`config.mk`:
```
export PLATFORM = sky130hd
export DESIGN_NAME = apc_ctrl
export DESIGN_NICKNAME = d
export VERILOG_FILES = /design/src/hw/rtl/apc_pkg.sv /design/src/hw/rtl/apc_ctrl.sv
export SDC_FILE = /design/constraint.sdc
export NUM_CORES = 1
export LEC_CHECK = 0
export BUFFER_PORTS_ARGS = -buffer_cell sky130_fd_sc_hd__clkbuf_2
export CORE_AREA = 10 10 47 49
export CTS_BUF_LIST = sky130_fd_sc_hd__clkbuf_8
export DETAILED_ROUTE_END_ITERATION = 12
export DIE_AREA = 0 0 57 59
export HOLD_SLACK_MARGIN = 0.08
export PLACE_DENSITY = 0.62
export SLEW_MARGIN = 10
export SYNTH_ARGS = -nofsm -noshare
export SYNTH_HDL_FRONTEND = slang
export SYNTH_SLANG_ARGS = --single-unit
```
`constraint.sdc`:
```
create_clock -name aclk -period 1.9 [get_ports aclk]
set_clock_uncertainty 0.05 [all_clocks]
set_input_delay 0.095 -clock aclk [delete_from_list [all_inputs] [get_ports aclk]]
set_output_delay 0.095 -clock aclk [all_outputs]
set_load 0.1 [all_outputs]
```
`src/hw/rtl/apc_pkg.sv`:
```
`timescale 1ns / 1ps

package apc_pkg;

    localparam int NUM_CLASSES = 21;
    localparam int CLASS_W     = 5;

    localparam logic [CLASS_W-1:0] CLASS_X = CLASS_W'(NUM_CLASSES - 1);

    localparam logic [1:0] KIND_RESIDUE = 2'd0;
    localparam logic [1:0] KIND_NEW_SEQ = 2'd1;
    localparam logic [1:0] KIND_QUERY   = 2'd2;
    localparam logic [1:0] KIND_CLEAR   = 2'd3;

    localparam logic [7:0] CLASS_LETTERS [NUM_CLASSES] = '{
        "A", "C", "D", "E", "F", "G", "H", "I", "K", "L", "M",
        "N", "P", "Q", "R", "S", "T", "V", "W", "Y", "X"
    };

    typedef struct packed {
        logic state_clear;
        logic sweep_write;
        logic residue_read;
        logic residue_write;
        logic query_read;
        logic walk_step;
        logic seq_bump;
        logic overflow_set;
        logic load_out;
    } apc_cmd_t;

    typedef struct packed {
        logic sweep_done;
        logic col_full;
        logic walk_last;
    } apc_status_t;

    function automatic logic [CLASS_W-1:0] letter_to_class(input logic [7:0] ch);
        logic [CLASS_W-1:0] cls;
        cls = CLASS_X;
        for (int k = 0; k < NUM_CLASSES - 1; k++) begin
            if (CLASS_LETTERS[k] == ch) begin
                cls = CLASS_W'(k);
            end
        end
        return cls;
    endfunction

endpackage

```
`src/hw/rtl/apc_ctrl.sv`:
```
`timescale 1ns / 1ps

module apc_ctrl (
    input  logic                  aclk,
    input  logic                  aresetn,
    input  logic                  s_valid,
    output logic                  s_ready,
    input  logic [1:0]            s_kind,
    output logic                  m_valid,
    input  logic                  m_ready,
    output apc_pkg::apc_cmd_t     cmd,
    input  apc_pkg::apc_status_t  status
);

    typedef enum logic [4:0] {
        ST_SWEEP = 5'b00001,
        ST_IDLE  = 5'b00010,
        ST_RMW   = 5'b00100,
        ST_WALK  = 5'b01000,
        ST_DONE  = 5'b10000
    } state_t;

    state_t state_reg, state_next;
    logic   m_valid_reg, m_valid_next;
    logic   out_free;

    assign s_ready  = (state_reg == ST_IDLE);
    assign m_valid  = m_valid_reg;
    assign out_free = !m_valid_reg || m_ready;

    always_comb begin
        cmd          = '0;
        state_next   = state_reg;
        m_valid_next = m_valid_reg && !m_ready;
        unique case (state_reg)
            ST_SWEEP: begin
                cmd.sweep_write = 1'b1;
                if (status.sweep_done) begin
                    state_next = ST_IDLE;
                end
            end
            ST_IDLE: begin
                if (s_valid) begin
                    unique case (s_kind)
                        apc_pkg::KIND_RESIDUE: begin
                            if (status.col_full) begin
                                cmd.overflow_set = 1'b1;
                            end else begin
                                cmd.residue_read = 1'b1;
                                state_next       = ST_RMW;
                            end
                        end
                        apc_pkg::KIND_NEW_SEQ: begin
                            cmd.seq_bump = 1'b1;
                        end
                        apc_pkg::KIND_QUERY: begin
                            cmd.query_read = 1'b1;
                            state_next     = ST_WALK;
                        end
                        apc_pkg::KIND_CLEAR: begin
                            cmd.state_clear = 1'b1;
                            state_next      = ST_SWEEP;
                        end
                    endcase
                end
            end
            ST_RMW: begin
                cmd.residue_write = 1'b1;
                state_next        = ST_IDLE;
            end
            ST_WALK: begin
                cmd.walk_step = 1'b1;
                if (status.walk_last) begin
                    state_next = ST_DONE;
                end
            end
            ST_DONE: begin
                if (out_free) begin
                    cmd.load_out = 1'b1;
                    m_valid_next = 1'b1;
                    state_next   = ST_IDLE;
                end
            end
            default: begin
                state_next = ST_SWEEP;
            end
        endcase
    end

    always_ff @(posedge aclk) begin
        if (!aresetn) begin
            state_reg   <= ST_SWEEP;
            m_valid_reg <= 1'b0;
        end else begin
            state_reg   <= state_next;
            m_valid_reg <= m_valid_next;
        end
    end

endmodule

```
==> out/qor.yml <==
grt_pass1_wl_um: 1990
drt_wl_total_um: 1240
overflow: 0
cp.arrival_ps: 1740
via_count: 466
die_w_um: 57
synth_edf_count: 0
cts_max_level: 1
cellPowerDensity_mw_per_mm2: 781
cts_tree: "done"
multi_input_area_sq_um: 372
max_freq_mhz: 530
mappedNetlistArea_sq_um: 447
setup_violations: 0
hold_violations: 0
final_nets: 85
power_frac_seq_pct: 26.5
syn_avg_cell_area_sq_um: 8.76
critical_path.max_fanout: 6
run_status: "complete, no violations"
hold_class: "primary input to flip-flop"
synthTopCellsByCount: "dfxtp_1 (6), nor2_1 (4), and2_1 (3), nor3b_1 (3)"
grtUsageMet2_pct: 12.2
area_growth_pct: 77.6
slew_violations: 0
drv_cap: 0
synth-async-reset-ratio_pct: 0
met1_usage_pct: 7.61
synth_seq_area_share_pct: 26.9
cts_made_buffers: 3
ys_types: 33
reg2reg_slack_ps: 100
r2r-end: "state_reg[0]"
start_util_pct: 31.9
syn_nets: 60
gp_congestion: 0.763
io_pins: 20
reg2regPathDepth: 5
dpl_worst_slack_ps: 116
fill_cells: 128
yosys_warnings: 0
drc: 0
clockBufferDepth: 2
worstSetupPathType: "flip-flop to output port"
relSlewSlack_pct: 63.9
antenna_found_initial: 0
core_sq_mm: 0.00140
clockRootBuffer: "clkbuf_8"
internal_power_mw: 0.387
dr.pass1.iters: 4
p_leak_nw: 0.326
p_switching_mw: 0.233
synth_largest_area_cell: "dfxtp_1"
final_util_pct: 56.6
synthCells: 51
post-dp-hpwl_um: 1040
portBuffers: 19
pwr-share-comb_pct: 44.4
yosys_most_used_dff: "dfxtp_1"
worst_pin_slew_ps: 543
endpoint: "cmd[4]"
rows: 14
post_route_cells_drive_above_1_share_pct: 58.1
postLayoutCellArea_sq_um: 793
regArea_sq_um: 126
place_area_sq_um: 723
hold_start: "status[2]"
met3_usage_pct: 2.58
fp.dieH_um: 59
netSwitchingFraction_pct: 37.6
largest_register_ffs: 5
cts.sinks: 6
cp-start-kind: "flip-flop"
synthTopCellsByArea: "dfxtp_1 (27%), nand4bb_1 (5.0%), nor3b_1 (5.0%)"
clockPowerShare_pct: 29.1
cp.required_ps: 1750
peakVddDrop_v: 0.000533
clk_latency_ps: 210
drtIter0Drc: 3
die_area_sq_mm: 0.00336
grt_usage_pct: 7.22
yosysTopAreaCellShare_pct: 26.9
r2r_start: "state_reg[1]"
startpoint: "state_reg[3]"
top_usage_layer: "met2"
end_kind: "output port"
wire_per_inst_um: 13.7
fin_crit_sh_pct: 99.3
vias_per_cell: 5.18
timing.final.ws_setup_ps: 13.8
synth_seq_cells: 6
fin_crit_ps: 1890
yosysMostFrequentCell: "dfxtp_1"
n_antenna_cell: 0
cts.clk_slew.worst_paths_ps: 30
grt_pass1_vias: 459
grt_setup_unrepaired: "true"
grt_start_max_net_pins: 11
drtAntennaViolNets: 0
power groups by stage:
stage / combinational [mW] / sequential, mW / clock, mW
final: 0.275 / 0.164 / 0.180
after global placement: 0.270 / 0.164 / 0
after detailed placement: 0.270 / 0.163 / 0
after CTS: 0.272 / 0.161 / 0.186
after global routing: 0.288 / 0.167 / 0.194
after floorplan: 0.224 / 0.147 / 0
stage by stage:
step | total power [mW] | setup TNS (ps) | hold WS, ps | std cells
floorplan | 0.371 | -2410 | 117 | 51
global placement | 0.433 | 0 | 275 | 85
detailed placement | 0.432 | 0 | 280 | 85
CTS | 0.619 | -24.0 | 160 | 89
global route | 0.649 | -51.7 | 177 | 90
finish | 0.620 | 0 | 160 | 90
worst max-delay path, cell delays in order (launching register included):
cell	delay (ps)
dfxtp_2	340
or3b_4	440
nor3_4	200
nand2_2	120
nor3b_4	220
buf_12	200
cells in the final DEF (no fill, tap or decap), types with 2 or more instances in the layout:
cell type  netlist  final
dfxtp_1          6      3
clkbuf_8         0      3
nand3_1          2      2
and3_2           1      2
nand4bb_1        2      2
buf_12           0      7
and2_1           3      3
o21ai_0          2      2
nor2_1           4      3
buf_4            0      4
clkbuf_2         0     10
dfxtp_2          0      2
nor3b_4          0      2
cell families after synthesis:
| logic type | Yosys count | share of synthesized area, % |
|---|---|---|
| flops | 6 | 26.9 |
| xor+xnor | 2 | 3.92 |
| buf+inv | 3 | 2.52 |
| simple gates | 30 | 52.1 |
| compound gates | 10 | 14.6 |
worst min-delay path by stage:
stage                        end  slack, ps  depth (start not counted)
floorplan           state_reg[0]        120                          1
finish              state_reg[0]        160                          3
global placement    state_reg[0]        280                          2
global route        state_reg[0]        180                          3
detailed placement  state_reg[0]        280                          2
CTS                 state_reg[0]        160                          3
layer usage:
metal / share of wire, % / up-vias
li1: - / 244
met1: 42 / 218
met2: 54 / 4
met3: 3.6 / 0
met4: 0 / 0
met5: 0 / -
timing repair:
action	CTS	global route
setup buffers	0	1
hold endpoints to repair	1	0
pin swaps	1	1
resized for setup	0	2
endpoints found under the setup margin	4	4
hold buffers	1	0
cell type report:
type / count / area share, %
Inverter: 1 / 0.473
Tap cell: 16 / 2.52
Sequential cell: 6 / 15.9
Timing Repair Buffer: 22 / 29.0
Multi-Input combinational cell: 42 / 46.8
Clock buffer: 3 / 5.21
(Power assumes the default switching activity.)
